[src/design/dcache_request_port_arbiter_assert.svh]
// assertion macros for the request port arbiter
`ifndef DCACHE_REQUEST_PORT_ARBITER_ASSERT_SVH
`define DCACHE_REQUEST_PORT_ARBITER_ASSERT_SVH
`ifndef NO_ASSERTIONS
`define DRPA_ASSERT_IMP(label, clk, rst_n, a, c) \
  label: assert property (@(posedge clk) disable iff (!rst_n) (a) |-> (c)) \
    else $error("assertion failed");
`define DRPA_ASSERT_NXT(label, clk, rst_n, a, c) \
  label: assert property (@(posedge clk) disable iff (!rst_n) (a) |=> (c)) \
    else $error("assertion failed");
`else
`define DRPA_ASSERT_IMP(label, clk, rst_n, a, c)
`define DRPA_ASSERT_NXT(label, clk, rst_n, a, c)
`endif
`endif

[src/design/drpa_ram.sv]
module drpa_ram #(
  parameter int WIDTH = 8,
  parameter int DEPTH = 64
) (
  input  logic                     clk,
  input  logic                     we,
  input  logic [$clog2(DEPTH)-1:0] waddr,
  input  logic [WIDTH-1:0]         wdata,
  input  logic [$clog2(DEPTH)-1:0] raddr,
  output logic [WIDTH-1:0]         rdata
);
  logic [WIDTH-1:0] mem [DEPTH];

  // write port and registered read
  always_ff @(posedge clk) begin
    if (we) mem[waddr] <= wdata;
    rdata <= mem[raddr];
  end
endmodule

[config.mk]
export PLATFORM = sky130hd
export DESIGN_NAME = drpa_ram
export DESIGN_NICKNAME = d
export VERILOG_FILES = /design/src/design/dcache_request_port_arbiter_assert.svh /design/src/design/drpa_ram.sv
export SDC_FILE = /design/constraint.sdc
export NUM_CORES = 1
export LEC_CHECK = 0
export BUFFER_PORTS_ARGS = -buffer_cell sky130_fd_sc_hd__buf_4
export CAP_MARGIN = 25
export CORE_MARGIN = 2
export CORE_UTILIZATION = 40
export DETAILED_ROUTE_END_ITERATION = 8
export PLACE_DENSITY = 0.53
export SYNTH_ARGS = -nofsm -noshare
export SYNTH_HDL_FRONTEND = slang
export SYNTH_SLANG_ARGS = --single-unit
[constraint.sdc]
create_clock -name clk -period 2.3 [get_ports clk]
set_input_delay 0.23 -clock clk [delete_from_list [all_inputs] [get_ports clk]]
set_output_delay 0.23 -clock clk [all_outputs]
set_load 0.05 [all_outputs]
Word level (Yosys, flattened, before mapping):

Memories as Yosys holds them, arrays and structs flattened. A register that Yosys moved wholly into a read port is not among the register bits.
Cells that the tools add are included.
Widths: inputs -> output; s select.

* memories kept: 1
* logic and storage cells: 3
* output and inout bits: 8
* bits of input ports: 22
* flip-flop bits (word level): 0
* bits in read-only memories: 0
* latch bits: 0
* bits in writable memories: 512

* $mul: 0
* reduce and logical (&&, ||, !) cells: 0
* multiplexer cells: 2
* bitwise gates (word level): 0
* add/subtract/negate cells: 0
* equal/unequal tests: 0
* div/mod/pow operators: 0
* magnitude comparators: 0
* shifts and indexed selects: 0

Memory list
* mem: words 64, width 8, read ports 1, clocked after Yosys merged registers in 1, wr ports 1, line drpa_ram.sv:12 `logic [WIDTH-1:0] mem [DEPTH];`

Operator list (count)
* $mux 1: 2

Logic depth before layout (Yosys ltp):

Gate-level depths: netlist (run 1).

* depth in word-level cells: 2
* gate-level depth with buffers: 9
* gate-level depth less buffers: 5

Least setup slack after synthesis (run 1):

OpenSTA, ideal clock, no wires.

* path kind: input-to-reg
* start point: input port raddr[1]
* end point: register rdata[3] (read register of mem)
* path buffers: 3
* setup time: 128 ps
* path slack: 402 ps
* data required time: 2172 ps
* stages on the path: 7
* data arrival time: 1770 ps
* cells stage by stage: buf_4 -> buf_2 -> buf_2 -> mux4_2 -> mux4_2 -> o21ai_1 -> o41ai_1

RTL lines
* start, declared: line drpa_ram.sv:9 `input logic [$clog2(DEPTH)-1:0] raddr,`
* end, declared: line drpa_ram.sv:10 `output logic [WIDTH-1:0] rdata`

==> summary.md, run 1 <==
| Metric | Value |
|---|---|
| Core area | 49970 µm² |
| Hold endpoint | mem[51][1]$_DFFE_PP_ |
| # DRC | 0 |
| Final Hold Vio Count | 0 |
| Syn_nets | 962 |
| Fraction of layout cells with a size suffix above 1 | 33.85% |
| Vias per cell | 5.343 |
| CP max stage cell | mux4_2 |
| Final cycle utilization of the critical path | 88.55% |
| Pwr dens | roughly 860 nW/µm² |
| Warnings, synthesis | 0 |
| Cells along the critical path | mux4_2 -> mux2_2 -> o221a_2 -> nor3_1 -> o32ai_1 |
| Largest family of logic cells by synthesized area | multiplexers |
| Design Area, Final | 23970 µm² |
| Critical Path RT | 2.77 ns |
| Slowest Stage Delay on Critical Path | 0.47 ns |
| Met2 wire len | 23.20 mm |
| Starting density of the core | about 40% |
| Top FF cell, synth | edfxtp_1 |
| GR Overflow Total | 0 |
| Minimum clock period | 2.037 ns |
| Largest net degree at the start of global routing | 65 |
| Synth Area in Simple Gates | approximately 3.4% |
| Max VDD drop | 0.4633 mV |
| Post-synth top cells | edfxtp_1 (512), mux4_2 (126), nor2_1 (83), mux2i_1 (23), nand2_1 (19) |
| Final nets | 1137 |
| DP Area | 22140 µm² |
| Initial antenna violation count | 1 |
| Synth Register Bits | 520 |
| DP HPWL | between 30 and 40 mm |
| Hold depth | 3 |
| Total GRT Usage | 18.61% |
| LEAKAGE | 7.775 nW |
| Worst hold start | waddr[1] |
| Fin. max-slew vios | 0 |
| Worst Tran Pin Value | just under 0.8 ns |
| Antenna fix cells | 0 |
| Die Y | 228.5 µm |
| Mux share of post-synthesis cell area | between 10% and 20% |
| Vias in the first global route | 10.29k |
| Clock transition at path regs | 0.06 ns |
| Post-Syn Area | about 20000 µm² |
| Crit Path Max Fanout | 1 |
| Clk_skew | 0.03713 ns |
| M1 wire length | 21.08 mm |
| Synth Area in Compound Gates | 2.072% |
| Met3 wire len | approximately 2.3 mm |
| Depth of the CTS H-tree | 2 |
| Setup ws final | 0.2634 ns |
| Most common cell in the netlist | edfxtp_1 |
| Port Buffers | 29 |
| Final WL | 47.75 mm |
| Final setup violation count | 0 |
| Max_cap viols | 0 |
| Final Non-Filler Cells | 1833 |
| Seq/Total Area, Yosys | 77.03% |
| Pre-antenna DRT Iters | 5 |
| Drt first-iter violations | 971 |
| Post-synth EDFFs | 512 |
| Worst r2r dst | rdata[6]$_DFF_P_ |
| Post-cts sizing count | 0 |
| CTS sink cnt | 520 |
| Std cell rows | 82 |
| DIE AREA | 52230 µm² |
| Critical R2R Launch | mem[21][6]$_DFFE_PP_ |
| Pwr Total | 20.60 mW |
| Max clock buf depth | 3 |
| Yosys top cell by area | edfxtp_1 |
| P&R area growth vs syn | 18.84% |
| Top routing layer in use | met5 |
| CTS buffer count | 54 |
| Setup Crit Path Kind | reg -> reg |
| FFs w/ async S/R, synth | 0% |
| Synth top area cells | edfxtp_1 (76%), mux4_2 (14%), nor2_1 (1.5%) |
| Crit path from | mem[21][6]$_DFFE_PP_ |
| Wire per inst | 26.05 µm |
| Root Buffer | clkbuf_16 |
| First-pass GRT wire length | 70.41 mm |
| RSZ-0062 raised after global routing | false |
| Fmax | 491.0 MHz |
| Mean post-synth cell area | 21.45 µm² |
| Setup TNS | 0 ns |
| Synth cell types | 40 |
| Skew-Pair Late Insertion Delay | between 0.6 and 0.7 ns |
| Crit. End Element | register |
| Via Count | 9793 |
| CTS tree | built |
| Fill cells | 4131 |
| Post-Place Worst Slack | 0.01195 ns |
| Reg2reg path depth | 5 |
| Arr. time, crit path | 2.50 ns |
| Die width | 228.5 µm |
| Outcome | complete, no violations |
| Adder-Cell Fraction of Synth Area | 0% |
| Reg-to-reg slack, setup | about 0.26 ns |
| Detail Route Antenna Nets | 0 |
| Util after Layout | about 48% |
| Synth Instances | 940 |
| Hold WS | 0.1396 ns |
| Area share of the largest cell type after synthesis | 76.24% |
| Type of origin of the critical path | register |
| Slew margin rel. | between 40% and 50% |
| Top Ports | 30 |
| GP Congestion | between 0.7 and 0.8 |
| Post-Synth XOR/XNOR Area | 0% |
| Placed Cells | 1730 |
| Worst Hold Class | in -> reg |
[worst max-delay path by stage]
stage	depth (start not counted)	slack, ns	to
3_3_place_gp	8	0.006	rdata[1]$_DFF_P_
2_1_floorplan	7	0.40	rdata[3]$_DFF_P_
3_5_place_dp	8	0.01	rdata[1]$_DFF_P_
4_1_cts	5	0.29	rdata[6]$_DFF_P_
5_1_grt	6	0.24	rdata[4]$_DFF_P_
6_report	5	0.26	rdata[6]$_DFF_P_
[critical path: cells and delay by family (launching register included)]
kind             cells  cell delay, ns
AO/OA/AOI/OAI        2            0.44
AND/OR/NAND/NOR      1            0.37
multiplexers         2            0.74
flip-flops           1            0.36
[sequential cells by signal, summed over array words and instances (netlist names)]
| name | flops |
|---|---|
| rdata | 8 |
| mem | 512 |
[placed cells by master, fill, tap and decap left out, types with 3 or more instances in the layout]
cell,count
bufinv_16,7
nand3b_1,3
dfxtp_1,8
a221oi_1,6
nor3_1,7
o22ai_1,8
a211oi_1,4
o221ai_1,8
o2bb2ai_1,3
buf_12,14
mux4_2,126
a22oi_1,3
clkbuf_16,54
clkinv_2,11
clkbuf_8,6
a21oi_1,3
clkinv_1,5
nand3_1,13
buf_4,154
nor2b_1,14
o2111ai_1,3
edfxtp_1,512
nor2_1,83
nand2b_1,7
nand2_1,19
mux2i_1,23
mux2_2,13
clkbuf_1,14
[repair_timing]
item / 4_1_cts / 5_1_grt
buffers inserted: 0 / 0
endpoints found under the hold margin: 2 / 0
hold buffers: 1 / 0
setup endpoints to repair: 0 / 0
[kinds of logic after synthesis]
group	Yosys count
AOI/OAI and AO/OA	54
and+or+nand+nor	153
buffers and inverters	51
muxes	162
DFF	520
[per-layer routing]
metal	global-route usage [%]	vias to the layer above
met1	26.01	5166
li1	-	4286
met2	30.40	267
met4	5.596	2
met3	2.857	72
met5	0	-
[layout make-up]
cell class | count | area [µm²] | area share (%)
clock inverters | 29 | 342.8 | 1.430
well taps | 672 | 840.8 | 3.508
repair buffers | 170 | 1460 | 6.092
flip-flops and latches | 520 | 15530 | 64.82
multi-input cells | 369 | 4315 | 18.01
clock buffers | 73 | 1473 | 6.145
[where the power goes]
group	switching, mW	leakage, nW	internal, mW
logic	0.681	2.21	0.467
clock network	3.63	0.892	5.29
registers	0.0435	4.67	10.5
Note: power is estimated with default switching activity, not from simulation.
==> run 2, diff against run 1 <==
Settings changed: REMOVE_ABC_BUFFERS set to 1.
==> run 2 against run 1 <==
Compared with the run above:
- via count is 0.51% higher
- die area is the same
- maximum frequency is 1.0% higher
- first-iteration DRC count fell by 5.5%
- flip-flop and latch count is the same
- count of clock-buffer cells in the layout fell by 3
- worst hold slack gained 0.046 ns
- register-to-register slack better by 0.02 ns
- critical path depth unchanged
- cell area is 0.88% lower
- combinational power hardly changed
- total power is 2.2% lower
==> summary.md, run 2 (synthesis results as in run 1) <==
| Metric | Value |
|---|---|
| Fill cells | ~4.2k |
| Register area | 15530 µm² |
| Pwr Total | ~20 mW |
| LEAKAGE | 7.655 nW |
| Vias per cell | 5.414 |
| Worst Tran Pin Value | around 0.77 ns |
| DIE AREA | 52230 µm² |
| Max_cap viols | 0 |
| Post-Place Worst Slack | -0.1146 ns |
| Most frequent cells in the layout | edfxtp_1 (512), buf_4 (141), mux4_2 (126) |
| Root Buffer | clkbuf_16 |
| Top reg by flops | mem |
| Starting density of the core | 40.36% |
| Core area | roughly 50000 µm² |
| Worst Hold Class | in -> reg |
| Final setup violation count | 0 |
| Minimum clock period | 2.016 ns |
| Slew margin rel. | 48.83% |
| Pre-antenna DRT Iters | 4 |
| Worst hold start | wdata[7] |
| Depth of the CTS H-tree | 2 |
| Clk_skew | 0.02746 ns |
| Total GRT Usage | a little under a fifth |
| Max VDD drop | 0.6237 mV |
| Crit. End Element | register |
| Outcome | complete, no violations |
| Crit Path Max Fanout | 1 |
| P&R area growth vs syn | 17.80% |
| Skew-Pair Late Insertion Delay | approximately 0.6 ns |
| Clock transition at path regs | 0.07 ns |
| CTS sink cnt | 520 |
| Top Ports | 30 |
| Type of origin of the critical path | register |
| Fmax | 496.1 MHz |
| Die width | 228.5 µm |
| Util after Layout | a little under half |
| Final Hold Vio Count | 0 |
| Setup TNS | 0 ns |
| First-pass GRT wire length | 69.23 mm |
| Reg2reg path depth | 5 |
| # DRC | 0 |
| GP Congestion | 0.7468 |
| Detail Route Antenna Nets | 0 |
| Final nets | 1123 |
| Critical R2R Launch | mem[21][4]$_DFFE_PP_ |
| Critical Path RT | 2.79 ns |
| DP HPWL | 29.41 mm |
| Antenna fix cells | 0 |
| Via Count | 9843 |
| Max clock buf depth | 3 |
| Regs by FF count | mem (512), rdata (8) |
| Commonest non-fill, non-tap cell in the layout | edfxtp_1 |
| Hold WS | 0.1852 ns |
| Number of flip-flops under the largest register name | 512 |
| Final WL | about 47 mm |
| Setup Crit Path Kind | reg -> reg |
| Arr. time, crit path | 2.50 ns |
| CTS buffer count | 54 |
| Worst r2r dst | rdata[4]$_DFF_P_ |
| Hold depth | 1 |
| Port Buffers | 29 |
| Fin. max-slew vios | 0 |
| Drt first-iter violations | 918 |
| RSZ-0062 raised after global routing | false |
| Reg-to-reg slack, setup | 0.28 ns |
| Final cycle utilization of the critical path | 87.65% |
| CTS tree | built |
| Die Y | 228.5 µm |
| Initial antenna violation count | 1 |
| Hold endpoint | mem[19][7]$_DFFE_PP_ |
| Largest net degree at the start of global routing | 65 |
| Std cell rows | 82 |
| Setup ws final | 0.2841 ns |
| Area of the multi-input gates | 4315 µm² |
| Fraction of layout cells with a size suffix above 1 | 32.37% |
| Vias in the first global route | roughly 10k |
| Pwr dens | 848.3 nW/µm² |
| Wire per inst | about 26 µm |
| GR Overflow Total | 0 |
==> run 2: cell types whose count changed in the layout (fill, tap and decap cells not counted), sizes merged <==
cell    before  now
clkinv      19   25
bufinv       7    4
buf        168  154
clkbuf      74   71
inv          2    1
==> run 2: how the worst max path moves through the flow <==
stage                         start               end  slack (ns)  cells past startpoint
3_3_place_gp               raddr[0]  rdata[6]$_DFF_P_       -0.08                      6
5_1_grt         mem[0][5]$_DFFE_PP_  rdata[5]$_DFF_P_        0.26                      5
2_1_floorplan  mem[29][4]$_DFFE_PP_  rdata[4]$_DFF_P_        0.62                      5
4_1_cts        mem[16][4]$_DFFE_PP_  rdata[4]$_DFF_P_        0.28                      5
3_5_place_dp               raddr[0]  rdata[5]$_DFF_P_       -0.11                      7
6_report       mem[21][4]$_DFFE_PP_  rdata[4]$_DFF_P_        0.28                      5
==> run 2: where the power goes <==
group	leakage, nW	switching (mW)	internal [mW]	total [mW]
sequential	4.67	0.0392	10.5	10.5
clock	0.848	3.54	4.96	8.49
combinational	2.13	0.683	0.449	1.13
==> run 2: metrics by stage <==
step / cell area (µm²) / std cells
2_1_floorplan: 19850 / 889
3_3_place_gp: 22020 / 1716
3_5_place_dp: 22020 / 1716
4_1_cts: 23760 / 1818
5_1_grt: 23760 / 1818
6_report: 23760 / 1818
==> run 2: final cells by class <==
type / instances / share of cell area (%)
Multi-Input combinational cell: 369 / 18.17
Timing Repair Buffer: 156 / 5.651
Tap cell: 672 / 3.539
Sequential cell: 520 / 65.39
Clock inverter: 31 / 1.043
Clock buffer: 70 / 6.210
==> run 2: layer usage <==
layer  GRT usage [%]  routed length, µm
met5               0                  0
met4           5.127               1104
met3           3.805               2609
met2           27.84              21530
met1           27.00              21890
==> run 2: worst max-delay path, cell delays in order, from the launching register on <==
cell      delay (ns)
edfxtp_1        0.35
mux4_2          0.48
mux2_2          0.31
o221a_2         0.31
nor3_1          0.33
o32ai_1         0.14
==> run 2: timing repair <==
action | CTS | global route
setup buffers | 0 | 0
endpoints found under the setup margin | 0 | 0
hold buffers | 1 | 0
gates resized for setup | 0 | 0
hold endpoints to repair | 7 | 0
