$ cat src/design/dcache_request_port_arbiter_assert.svh
// assertion macros for the request port arbiter
`ifndef DCACHE_REQUEST_PORT_ARBITER_ASSERT_SVH
`define DCACHE_REQUEST_PORT_ARBITER_ASSERT_SVH
`ifndef NO_ASSERTIONS
`define DRPA_ASSERT_IMP(label, clk, rst_n, a, c) \
  label: assert property (@(posedge clk) disable iff (!rst_n) (a) |-> (c)) \
    else $error("assertion failed");
`define DRPA_ASSERT_NXT(label, clk, rst_n, a, c) \
  label: assert property (@(posedge clk) disable iff (!rst_n) (a) |=> (c)) \
    else $error("assertion failed");
`else
`define DRPA_ASSERT_IMP(label, clk, rst_n, a, c)
`define DRPA_ASSERT_NXT(label, clk, rst_n, a, c)
`endif
`endif

$ cat src/design/drpa_pkg.sv
package drpa_pkg;
  localparam int QUEUE_DEPTH_DEF  = 64;
  localparam int LOCK_ENTRIES_DEF = 8;
  localparam int MAX_PORTS_DEF    = 4;
  localparam int ADDR_BITS_DEF    = 48;

  localparam logic [1:0] KIND_REQ    = 2'd0;
  localparam logic [1:0] KIND_TICK   = 2'd1;
  localparam logic [1:0] KIND_RETRY  = 2'd2;
  localparam logic [1:0] KIND_UNUSED = 2'd3;

  localparam logic [2:0] ERR_OK        = 3'd0;
  localparam logic [2:0] ERR_RMW_WRITE = 3'd1;
  localparam logic [2:0] ERR_RETRY     = 3'd2;
  localparam logic [2:0] ERR_FULL      = 3'd3;
  localparam logic [2:0] ERR_DBL_LOCK  = 3'd4;
  localparam logic [2:0] ERR_LOCK_FULL = 3'd5;

  localparam logic CFG_NUM_PORTS   = 1'b0;
  localparam logic CFG_LINE_OFFSET = 1'b1;

  typedef struct packed {
    logic [1:0]  kind;
    logic [47:0] request_addr;
    logic [15:0] request_tag;
    logic        is_core;
    logic        is_locked_rmw;
    logic        is_write;
    logic [2:0]  accept_budget;
  } in_word_t;

  typedef struct packed {
    logic        issued;
    logic [15:0] issued_tag;
    logic [47:0] issued_addr;
    logic [2:0]  error_code;
    logic        port_blocked;
    logic [6:0]  queue_count;
    logic        last;
  } out_word_t;

  // lock search request / reply
  typedef struct packed {
    logic start;
  } lk_req_t;

  typedef struct packed {
    logic busy;
    logic hit;
    logic free_found;
  } lk_stat_t;
endpackage

$ cat src/design/drpa_lock_table.sv
module drpa_lock_table #(
  parameter int LOCK_ENTRIES = 8,
  parameter int LINE_BITS    = 48
) (
  input  logic                 clk,
  input  logic                 rst_n,
  input  drpa_pkg::lk_req_t    req,
  input  logic [LINE_BITS-1:0] line,
  input  logic                 do_lock,
  input  logic                 do_unlock,
  output drpa_pkg::lk_stat_t   stat
);
  localparam int IW = (LOCK_ENTRIES > 1) ? $clog2(LOCK_ENTRIES) : 1;
  localparam int CW = $clog2(LOCK_ENTRIES + 1);

  logic [LINE_BITS-1:0] line_r [LOCK_ENTRIES];
  logic [LOCK_ENTRIES-1:0] valid_r;
  logic [CW-1:0] idx_r;
  logic          busy_r, hit_r, free_r;
  logic [IW-1:0] hit_idx_r, free_idx_r;
  logic [IW-1:0] idx;
  logic          match;

  assign idx   = idx_r[IW-1:0];
  assign match = valid_r[idx] && (line_r[idx] == line);
  assign stat  = '{busy: busy_r || req.start, hit: hit_r, free_found: free_r};

  // sequential scan over the table, one entry a cycle
  always_ff @(posedge clk) begin
    if (!rst_n) begin
      valid_r <= '0;
      busy_r  <= 1'b0;
      idx_r   <= '0;
      hit_r   <= 1'b0;
      free_r  <= 1'b0;
    end else begin
      if (req.start) begin
        busy_r <= 1'b1;
        idx_r  <= '0;
        hit_r  <= 1'b0;
        free_r <= 1'b0;
      end else if (busy_r) begin
        if (match && !hit_r) begin
          hit_r     <= 1'b1;
          hit_idx_r <= idx;
        end
        if (!valid_r[idx] && !free_r) begin
          free_r     <= 1'b1;
          free_idx_r <= idx;
        end
        if (idx_r == CW'(LOCK_ENTRIES - 1)) busy_r <= 1'b0;
        idx_r <= idx_r + 1'b1;
      end
      if (do_lock) begin
        valid_r[free_idx_r] <= 1'b1;
        line_r[free_idx_r]  <= line;
      end
      if (do_unlock) valid_r[hit_idx_r] <= 1'b0;
    end
  end

`include "dcache_request_port_arbiter_assert.svh"
  `DRPA_ASSERT_IMP(a_lock_needs_free, clk, rst_n, do_lock, free_r && !hit_r)
  `DRPA_ASSERT_IMP(a_unlock_needs_hit, clk, rst_n, do_unlock, hit_r)
  `DRPA_ASSERT_IMP(a_no_op_while_busy, clk, rst_n, busy_r, !do_lock && !do_unlock)
endmodule
$ cat config.mk
export PLATFORM = sky130hd
export DESIGN_NAME = drpa_lock_table
export DESIGN_NICKNAME = d
export VERILOG_FILES = /design/src/design/drpa_pkg.sv /design/src/design/drpa_lock_table.sv
export VERILOG_INCLUDE_DIRS = /design/src /design/src/design
export SDC_FILE = /design/constraint.sdc
export NUM_CORES = 1
export LEC_CHECK = 0
export ABC_AREA = 1
export BUFFER_PORTS_ARGS = -buffer_cell sky130_fd_sc_hd__buf_4
export CAP_MARGIN = 20
export CORE_MARGIN = 5
export CORE_UTILIZATION = 30
export CTS_CLUSTER_SIZE = 10
export DETAILED_ROUTE_END_ITERATION = 10
export GPL_TIMING_DRIVEN = 0
export HOLD_SLACK_MARGIN = 0.12
export PLACE_DENSITY_LB_ADDON = 0.15
export RECOVER_POWER = 50
export SLEW_MARGIN = 20
export SYNTH_ARGS = -nofsm -noshare
export SYNTH_HDL_FRONTEND = slang
export SYNTH_SLANG_ARGS = --single-unit
$ cat constraint.sdc
create_clock -name clk -period 7.6 [get_ports clk]
set_input_delay 0.76 -clock clk [delete_from_list [all_inputs] [get_ports clk]]
set_output_delay 0.76 -clock clk [all_outputs]
set_load 0.1 [all_outputs]
# After elaboration in Yosys (flattened, before gate mapping)
# Memory sizes are Yosys's and may differ from the RTL's. A register that Yosys moved wholly into a read port is not among the register bits.
# Cells that the tools add are included.
[totals]
ff_bits = 21
latch_bits = 0
ramBits = 384
rom_bits = 0
inputBits = 53
output_inout_bits = 3
memories = 1
[mem_list]
columns = ["memory", "words", "width", "read_ports", "rd_ports_with_merged_regs", "write_ports", "line_no", "text"]
rows = [
  ["line_r", 8, 48, 1, 1, 1, "drpa_lock_table.sv:16", "logic [LINE_BITS-1:0] line_r [LOCK_ENTRIES];"],
]
[classes]
add_sub_neg = 1
n_mul = 0
div_mod_pow = 0
magnitude_cmp = 5
n_eq_ne = 2
shifts = 0
muxes = 17
bitwise_logic = 5
reduce_logical = 14
[ops]
columns = ["cell", "n"]
rows = [
  ["48-bit == test", 1],
  ["8-bit two-way mux", 3],
  ["3-bit by 4-bit less-than comparator with 1-bit output, second input constant", 3],
  ["1-bit two-way mux", 9],
  ["8-bit bitwise AND", 1],
  ["8-bit inverter", 1],
  ["8-bit bitwise OR", 1],
  ["4-bit AND reduction", 2],
  ["1-bit demux with 3-bit select", 2],
  ["3-bit by 1-bit >= comparator with 1-bit output, second input constant", 2],
  ["3-bit two-way mux", 2],
  ["1-bit logical AND", 5],
  ["4-bit by 1-bit adder with 4-bit output, second input constant", 1],
  ["4-bit by 3-bit == test with 1-bit output, second input constant", 1],
  ["2-bit AND reduction", 2],
  ["1-bit binary-select mux with 3-bit select", 1],
  ["1-bit logical NOT", 3],
  ["1-bit inverter", 2],
  ["2-bit OR reduction", 1],
  ["1-bit logical OR", 1],
]

# Longest topological paths before layout
# Gate-level depths: netlist (run 1).
[logic_depth]
word_depth = 9
ltp_mapped = 18
ltp_nobuf = 16

# Worst setup path after synthesis (run 1)
# OpenSTA, ideal clock, no wires.
[synth_timing]
kind = "input -> register"
startpoint = "input rst_n"
endpoint = "memory line_r[0][0], enable pin"
setup_time_ns = 0.573
arrival_time_ns = 5.405
setup_slack_ns = 1.622
stages = 2
path_buffers = 0
cell_sequence = "inv_2 nor4_1"
[synth_between]
elab_chain_len = 2
[synth_lines]
columns = ["item", "line_no", "text"]
rows = [
  ["start, declared", "drpa_lock_table.sv:6", "input logic rst_n,"],
  ["1-bit two-way mux", "drpa_lock_table.sv:30", "if (!rst_n) begin"],
  ["1-bit two-way mux (implied by the code)", "drpa_lock_table.sv:56", "line_r[free_idx_r] <= line;"],
  ["end, declared", "drpa_lock_table.sv:16", ""],
]
# No other way between the ends.

==> results by group, run 1 <==
STA
  • Final cycle utilization of the critical path: 46.1%
  • Final hold violations: 0
  • Worst Skew: 16.3 ps
  • Setup violations, final: 0
  • Tmin final: 3500 ps
  • Worst slew pin tran: 1080 ps
  • Max Transition Viols Final: 0
  • FMAX: 285 MHz
  • RSZ-0062 raised after global routing: no
  • Max-Slew Margin vs Limit: 28.2%

Worst setup path
  • Worst Path Max Fanout: 10
  • Critical Path Start Type: flip-flop
  • Critical path arrival: 3800 ps
  • CP required: 7890 ps
  • Reg2Reg Setup Slack: 4100 ps
  • R2r worst-path depth: 14
  • Slowest-stage cell, CP: clkbuf_1
  • Worst setup EP type: flip-flop
  • Crit-path cells: buf_2 -> clkbuf_1 -> nor2_1 -> o21ai_0 -> nand2_1 -> nand2_1 -> nand2_1 -> nand2_1 -> o21ai_0 -> nor2_1 -> nand3_1 -> nor2_1 -> nand2_1 -> inv_1
  • Critical path class: reg2reg
  • Reg-to-Reg End: hit_idx_r[0]$_DFFE_PP_
  • Max stage delay on crit path: 820 ps
  • CP dominant cell by count: nand2_1

Place
  • Placed cells: 2,672
  • Post-Place Cell Area: 0.0199 mm²
  • IO buf count: 55
  • Detailed Place HPWL: 40,800 µm
  • GP Congestion: 0.787

Floorplan
  • Initial core utilization: 30.3%
  • Die footprint: 0.0646 mm²
  • IO Count: 56
  • Row count: 89
  • Die Y: 254 µm
  • Total core area: 0.0590 mm²
  • Die width: 254 µm

Routing
  • Final WL: 58,900 µm
  • Post-DR vias/cell: 4.63
  • Number of remaining DRC errors: 0
  • Post-DR wirelength/cell: 21.4 µm
  • DRT antenna net count: 0
  • Vias: 12,751
  • Pre-antenna DRT Iters: 5
  • DR iter-0 viols: 996

Logic synthesis
  • Yosys reg bits: 408
  • Synthesized net count: 1,836
  • EDFF count, synth: 390
  • Sequential area share after synthesis: 67.5%
  • Warnings from Yosys: 0
  • Netlist cell types: 28
  • Avg Inst Size Synth: 10.0 µm²
  • Synth Flop Type: edfxtp_1
  • Async SR Flop Fraction: 0%
  • Mapped Area: 0.0179 mm²
  • Synthesized instance count: 1,782

Worst hold path
  • Min-Delay Endpoint: hit_r$_SDFFE_PP0P_
  • Worst Hold Class: in2reg
  • Hold path start: req
  • Cells on Worst Hold Path: 4

Power
  • LEAKAGE: 8.73 nW
  • Peak VDD IR: 0.162 mV
  • Total Power: 4.91 mW
  • Power per cell area: 233 mW/mm²

Global route
  • Grt total ovfl: 0
  • Vias in the first global route: 12,530
  • Initial antenna violation count: 1
  • Total global-route track usage: 18.2%
  • Pin count of the biggest net entering global routing: 15
  • Global-route wire length before repair: 85,200 µm

Clocking
  • Post-cts sizing count: 0
  • Num CTS Buffers: 49
  • Clock Sinks: 408
  • Skew-Pair Late Insertion Delay: 580 ps
  • TritonCTS clock tree: yes
  • Clock slew at reported path FFs: 60 ps
  • Setup Buffers After CTS: 0
  • Root buffer cell: clkbuf_16
  • H-tree Lvls: 2
  • Hold buffers post-CTS: 0
  • Clock Path Buffers: 3

Final layout
  • Final core utilization: 35.7%
  • Area growth, synth to finish: 17.9%
  • Fin cells: 2,752
  • Final #Nets: 2,004
  • Post-route design area: 0.0211 mm²
  • Fill count: 5,998
  • Layout cells sized above 1: 9.50%

Status
  • Outcome: finished, final reports clean

Flow run
  • Max-cap violations: 0
-- synth_stat cells (5+ instances only) --
master	n	area, µm²
buf_6	12	135
nand3_1	199	996
nand3b_1	25	188
buf_4	9	67.6
nor3_1	9	45.0
o21ai_0	49	245
o21ai_1	5	25.0
nor2_1	151	567
inv_1	234	878
nand2_1	599	2250
buf_2	31	155
clkbuf_1	14	52.6
a21oi_1	10	50.1
dfxtp_1	18	360
buf_1	10	37.5
edfxtp_1	390	11700
-- cells by family (layout without fill, tap and decap cells) --
logic type | after synthesis | after routing | share of synthesized area [%]
other | 0 | 1 | 0
flip-flops | 408 | 408 | 67.5
buffers and inverters | 312 | 508 | 7.47
AO/OA/AOI/OAI | 73 | 73 | 2.18
AND/OR/NAND/NOR | 988 | 988 | 22.8
adder cells (fa/ha/maj) | 1 | 1 | 0.0699
-- state kept, by name, indices dropped and copies added, names as in the netlist, named ones only --
| register | cells |
|---|---|
| free_idx_r | 3 |
| hit_r | 1 |
| valid_r | 8 |
| free_r | 1 |
| busy_r | 1 |
| line_r | 384 |
| idx_r | 4 |
| hit_idx_r | 3 |
-- metal layers --
layer  share of wire (%)  global-route usage [%]  vias up  routed length, µm
met3                 4.6                    2.79      105               2700
met5                   0                       0        -                  0
met1                  45                    24.6     6195              26400
li1                    -                       -     6146                  -
met4                 3.3                    6.49        0               1970
met2                  47                    29.9      305              27800
-- through the flow --
step	TNS [ps]	setup slack, ps	hold WS, ps
floorplan	0	1620	429
global placement	-792350	-4810	460
detailed placement	0	4140	457
CTS	0	4130	382
global route	0	4000	436
finish	0	4100	459
-- worst max-delay path: cells and delay by family (launching register included) --
family	cells	cell delay, ps
DFF	1	330
AOI/OAI and AO/OA	2	460
buffers and inverters	3	1210
and+or+nand+nor	9	1210
-- power by group --
group	leakage [nW]	internal, mW	switching [mW]	total, mW
registers	3.67	2.49	0.00629	2.49
logic	4.38	0.0790	0.223	0.302
clock network	0.678	1.22	0.887	2.11
-- area by class of cell --
cell class	instances	area (µm²)	share of cell area, %
antenna	1	2.50	0.0119
inverter	236	888	4.21
multi-input combinational	1062	4530	21.5
timing repair buffer	117	790	3.74
sequential	408	12100	57.2
tap	773	967	4.59
clock buffer	71	1360	6.45
clock inverter	8	37.5	0.178
buffer	76	448	2.12
-- cell usage in the layout (no fill, tap or decap), drive strengths merged, types with 7 or more instances in the layout --
| master | netlist | final |
|---|---|---|
| a21oi | 10 | 10 |
| buf | 62 | 131 |
| clkbuf | 14 | 133 |
| clkinv | 0 | 7 |
| dfxtp | 18 | 18 |
| edfxtp | 390 | 390 |
| inv | 236 | 237 |
| nand2 | 599 | 599 |
| nand3 | 199 | 199 |
| nand3b | 25 | 25 |
| nor2 | 152 | 152 |
| nor3 | 9 | 9 |
| o21ai | 54 | 54 |
-- how the worst max path moves through the flow --
stage | endpoint | slack, ps | depth (start not counted)
6_report | hit_idx_r[0]$_DFFE_PP_ | 4100 | 14
4_1_cts | hit_idx_r[0]$_DFFE_PP_ | 4130 | 14
2_1_floorplan | line_r[0][0]$_DFFE_PP_ | 1620 | 2
3_3_place_gp | line_r[1][3]$_DFFE_PP_ | -4810 | 3
3_5_place_dp | hit_idx_r[0]$_DFFE_PP_ | 4140 | 14
5_1_grt | hit_idx_r[0]$_DFFE_PP_ | 4000 | 14
(Power assumes the default switching activity.)
==> inputs of run 2 (changes only) <==
- clock period: 7.6 -> 3.15 ns (I/O delays scaled with it)
==> results by group, run 2 (synthesized netlist as in run 1, its figures left out) <==
Status
  • Outcome: finished, final reports clean

STA
  • Tmin final: 3040 ps
  • Final cycle utilization of the critical path: 96.4%
  • Worst Skew: 19.0 ps
  • Final hold violations: 0
  • FMAX: 329 MHz
  • Setup TNS: 0 ps
  • Max-Slew Margin vs Limit: 41.5%
  • Worst slew pin tran: 878 ps
  • Worst hold margin: 470 ps
  • Setup violations, final: 0
  • Max Transition Viols Final: 0

Routing
  • Post-DR wirelength/cell: 20.9 µm
  • DRT antenna net count: 0
  • Pre-antenna DRT Iters: 5
  • Final WL: 57,900 µm
  • DR iter-0 viols: 912
  • Post-DR vias/cell: 4.61
  • Number of remaining DRC errors: 0
  • Vias: 12,801

Clocking
  • TritonCTS clock tree: yes
  • Num CTS Buffers: 48
  • Clock slew at reported path FFs: 60 ps
  • Root buffer cell: clkbuf_16
  • Clock Path Buffers: 3
  • Skew-Pair Late Insertion Delay: 580 ps
  • H-tree Lvls: 2
  • Clock Sinks: 408

Worst setup path
  • R2r worst-path depth: 12
  • Worst setup EP type: flip-flop
  • Crit-path cells: inv_1 -> clkdlybuf4s15_1 -> nand3_1 -> nand3b_1 -> nand2_1 -> nor2_1 -> nand2_1 -> nor2_1 -> nand2_1 -> nor2_1 -> nand2_1 -> inv_1
  • CP required: 3430 ps
  • Reg-to-Reg End: hit_idx_r[0]$_DFFE_PP_
  • Worst Path Max Fanout: 10
  • Reg2Reg Setup Slack: 110 ps
  • Critical Path Start Type: flip-flop
  • CP Capture Point: hit_idx_r[0]$_DFFE_PP_
  • CP dominant cell by count: nand2_1
  • Max stage delay on crit path: 710 ps
  • Critical path arrival: 3320 ps
  • Slowest-stage cell, CP: clkdlybuf4s15_1
  • Critical path class: reg2reg

Floorplan
  • Die footprint: 0.0646 mm²
  • Die width: 254 µm
  • IO Count: 56
  • Die Y: 254 µm
  • Initial core utilization: 30.3%
  • Row count: 89
  • Total core area: 0.0590 mm²

Final layout
  • Layout cells sized above 1: 8.79%
  • Most frequent cells in the layout: 599 x nand2_1, 390 x edfxtp_1, 234 x inv_1
  • Final core utilization: 36.7%
  • Largest Register: line_r
  • Fin cells: 2,776
  • Commonest non-fill, non-tap cell in the layout: nand2_1
  • Largest registers: line_r x384, valid_r x8, idx_r x4
  • Max reg flops: 384
  • Area growth, synth to finish: 21.0%
  • Final #Nets: 2,033

Global route
  • Grt total ovfl: 0
  • Total global-route track usage: 17.9%
  • Initial antenna violation count: 5
  • Pin count of the biggest net entering global routing: 15
  • Global-route wire length before repair: 84,000 µm
  • Vias in the first global route: 12,526

Place
  • Detailed Place HPWL: 39,900 µm
  • Placed cells: 2,650
  • GP Congestion: 0.792
  • IO buf count: 55

Flow run
  • Max-cap violations: 0

Power
  • Total Power: 11.8 mW
  • Peak VDD IR: 0.350 mV
  • LEAKAGE: 8.90 nW
  • Power per cell area: 544 mW/mm²

Worst hold path
  • Worst Hold Class: reg2reg
  • Hold path start: valid_r[6]$_SDFF_PN0_
## run 2: worst min path at each step
| stage | end | slack, ps | cells past startpoint |
|---|---|---|---|
| 5_1_grt | valid_r[2]$_SDFF_PN0_ | 500 | 2 |
| 4_1_cts | valid_r[6]$_SDFF_PN0_ | 460 | 2 |
| 3_3_place_gp | hit_r$_SDFFE_PP0P_ | 460 | 2 |
| 6_report | valid_r[6]$_SDFF_PN0_ | 470 | 2 |
| 3_5_place_dp | valid_r[6]$_SDFF_PN0_ | 460 | 2 |
| 2_1_floorplan | line_r[0][0]$_DFFE_PP_ | 410 | 0 |
## run 2: worst max-delay path, delay by kind of cell, from the launching register on
kind | cells | cell delay, ps
flip-flops | 1 | 370
buffers and inverters | 3 | 990
AND/OR/NAND/NOR | 9 | 1370
## run 2: power by group
part           internal (mW)  switching [mW]
Sequential              6.00          0.0155
Clock                   2.84            2.14
Combinational          0.236           0.544
## run 2: repair_timing
action,in CTS,in global routing
endpoints found under the setup margin,4,3
setup buffers,0,0
hold buffers,52,0
gates resized for setup,8,13
hold endpoints to repair,397,0
## run 2: per-layer routing
layer / GRT usage (%) / vias to the layer above / share of wire [%]
met5: 0 / - / 0.047
met4: 4.63 / 4 / 2.3
met3: 2.65 / 83 / 5.8
met2: 29.9 / 343 / 48
met1: 24.6 / 6168 / 44
li1: - / 6203 / -
## run 2: through the flow
| stage | cell area, µm² | worst slack [ps] |
|---|---|---|
| 6_report | 21600 | 113 |
| 5_1_grt | 21600 | -5.13 |
| 4_1_cts | 21800 | 23.2 |
| 3_5_place_dp | 19900 | -384 |
| 3_3_place_gp | 19300 | -4250 |
| 2_1_floorplan | 17900 | -690 |
## run 2: cell type report
class                   instances  area, µm²
fillers                      5951      37400
flip-flops and latches        408      12100
multi-input cells            1062       4570
repair buffers                147       1340
clock buffers                  66       1300
well taps                     773        967
inverters                     236        888
plain buffers                  76        474
clock inverters                 7       38.8
diodes                          1       2.50
==> inputs of run 3 (changes only) <==
- CORE_UTILIZATION: 30 -> 56
==> results by group, run 3 (synthesized netlist as in run 1, its figures left out) <==
STA
  • Final cycle utilization of the critical path: 94.9%
  • FMAX: 335 MHz
  • Max Transition Viols Final: 0
  • Tmin final: 2990 ps
  • Setup violations, final: 0
  • Max-Slew Margin vs Limit: 37.3%
  • Worst Skew: 12.0 ps
  • Setup TNS: 0 ps
  • RSZ-0062 raised after global routing: no
  • Worst hold margin: 154 ps
  • Final hold violations: 0
  • Worst slew pin tran: 941 ps
  • Setup ws final: 161 ps

Final layout
  • Layout cells sized above 1: 8.00%
  • Commonest non-fill, non-tap cell in the layout: nand2_1
  • Largest Register: line_r
  • Largest registers: line_r x384, valid_r x8, idx_r x4
  • Post-route design area: 0.0210 mm²
  • Max reg flops: 384
  • Most frequent cells in the layout: 599 x nand2_1, 390 x edfxtp_1, 235 x inv_1
  • Final #Nets: 2,024
  • Area growth, synth to finish: 17.6%
  • Final core utilization: 66.6%

Routing
  • Final WL: 50,900 µm
  • Pre-antenna DRT Iters: 5
  • Post-DR vias/cell: 5.59
  • DR iter-0 viols: 1,506
  • Post-DR wirelength/cell: 21.3 µm
  • Number of remaining DRC errors: 0
  • DRT antenna net count: 0
  • Vias: 13,366

Clocking
  • Root buffer cell: clkbuf_16
  • TritonCTS clock tree: yes
  • Skew-Pair Late Insertion Delay: 540 ps
  • Clock Path Buffers: 3
  • Clock Sinks: 408
  • Clock slew at reported path FFs: 50 ps
  • Num CTS Buffers: 47
  • H-tree Lvls: 2

Power
  • LEAKAGE: 8.81 nW
  • Peak VDD IR: 0.470 mV
  • Power per cell area: 548 mW/mm²

Flow run
  • Max-cap violations: 0

Floorplan
  • Initial core utilization: 56.7%
  • IO Count: 56
  • Total core area: 0.0316 mm²
  • Row count: 65
  • Die footprint: 0.0356 mm²
  • Die width: 189 µm
  • Die Y: 189 µm

Worst setup path
  • Critical path class: reg2reg
  • Critical path arrival: 3240 ps
  • Worst Path Max Fanout: 10
  • CP required: 3400 ps
  • Critical Path Start Type: flip-flop
  • Worst setup EP type: flip-flop

Worst hold path
  • Worst Hold Class: in2reg

Place
  • GP Congestion: 0.880
  • IO buf count: 55
  • Detailed Place HPWL: 33,900 µm
  • Placement Setup Slack: -13.9 ps
  • Post-Place Cell Area: 0.0194 mm²

Global route
  • Grt total ovfl: 0
  • Vias in the first global route: 12,886
  • Initial antenna violation count: 0
  • Global-route wire length before repair: 76,200 µm
  • Total global-route track usage: 28.6%
  • Pin count of the biggest net entering global routing: 21

Status
  • Outcome: finished, final reports clean
==> run 3: cell count changes in the layout (fill, tap and decap cells not counted), sizes merged <==
cell           previous run  this run
buf                     103        99
clkbuf                  133       127
clkdlybuf4s15             1         0
clkinv                    5         3
inv                     238       236
==> run 3: routing by layer <==
| layer | routed length [µm] | track usage (%) |
|---|---|---|
| met4 | 1940 | 11.2 |
| met2 | 24300 | 46.8 |
| met1 | 19600 | 38.8 |
| met5 | 0 | 0 |
| met3 | 5110 | 4.80 |
==> run 3: cell type report <==
cell class                 count  area, µm²
timing repair buffer         139       1250
tap                          402        503
clock inverter                 3       12.5
clock buffer                  63       1280
sequential                   408      12100
antenna                        1       2.50
multi-input combinational   1062       4570
inverter                     236        888
buffer                        76        457
fill                        2413      10500
==> run 3: power breakdown <==
part | total [mW] | switching [mW] | internal (mW)
sequential | 6.01 | 0.0161 | 6.00
combinational | 0.758 | 0.524 | 0.234
clock | 4.76 | 1.98 | 2.78
==> run 3: repair_timing <==
| item | 4_1_cts | 5_1_grt |
|---|---|---|
| hold buffers | 52 | 0 |
| setup buffers | 0 | 0 |
| hold endpoints to repair | 397 | 0 |
| resized for setup | 2 | 8 |
| setup endpoints to repair | 3 | 3 |
==> run 3: stage by stage <==
stage / power, mW / std cells
3_3_place_gp: 6.81 / 2239
6_report: 11.5 / 2390
3_5_place_dp: 6.84 / 2271
2_1_floorplan: 6.50 / 1782
5_1_grt: 11.9 / 2389
4_1_cts: 11.6 / 2389
==> run 3: worst paths after layout <==
| check | from | endpoint | slack [ps] | cells after the start |
|---|---|---|---|---|
| worst min register to register | valid_r[2]$_SDFF_PN0_ | valid_r[2]$_SDFF_PN0_ | 470 | 2 |
| worst max-delay path | flip-flop | hit_idx_r[1]$_DFFE_PP_ | 160 | 15 |
| worst min-delay path | do_unlock | valid_r[7]$_SDFF_PN0_ | 150 | 3 |
| worst max register to register | flip-flop | hit_idx_r[1]$_DFFE_PP_ | 160 | 15 |
==> run 3: critical path, cell delays in order, from the launching register on <==
cell	delay (ps)
dfxtp_1	310
inv_1	60
buf_2	200
clkbuf_1	730
nand2_1	140
nand3_1	160
nand2_1	70
nand2_1	50
nand2_1	50
nor2_1	80
nand2_1	70
nor2_1	140
nand2_1	130
nor2_1	190
nand2_1	160
inv_1	150
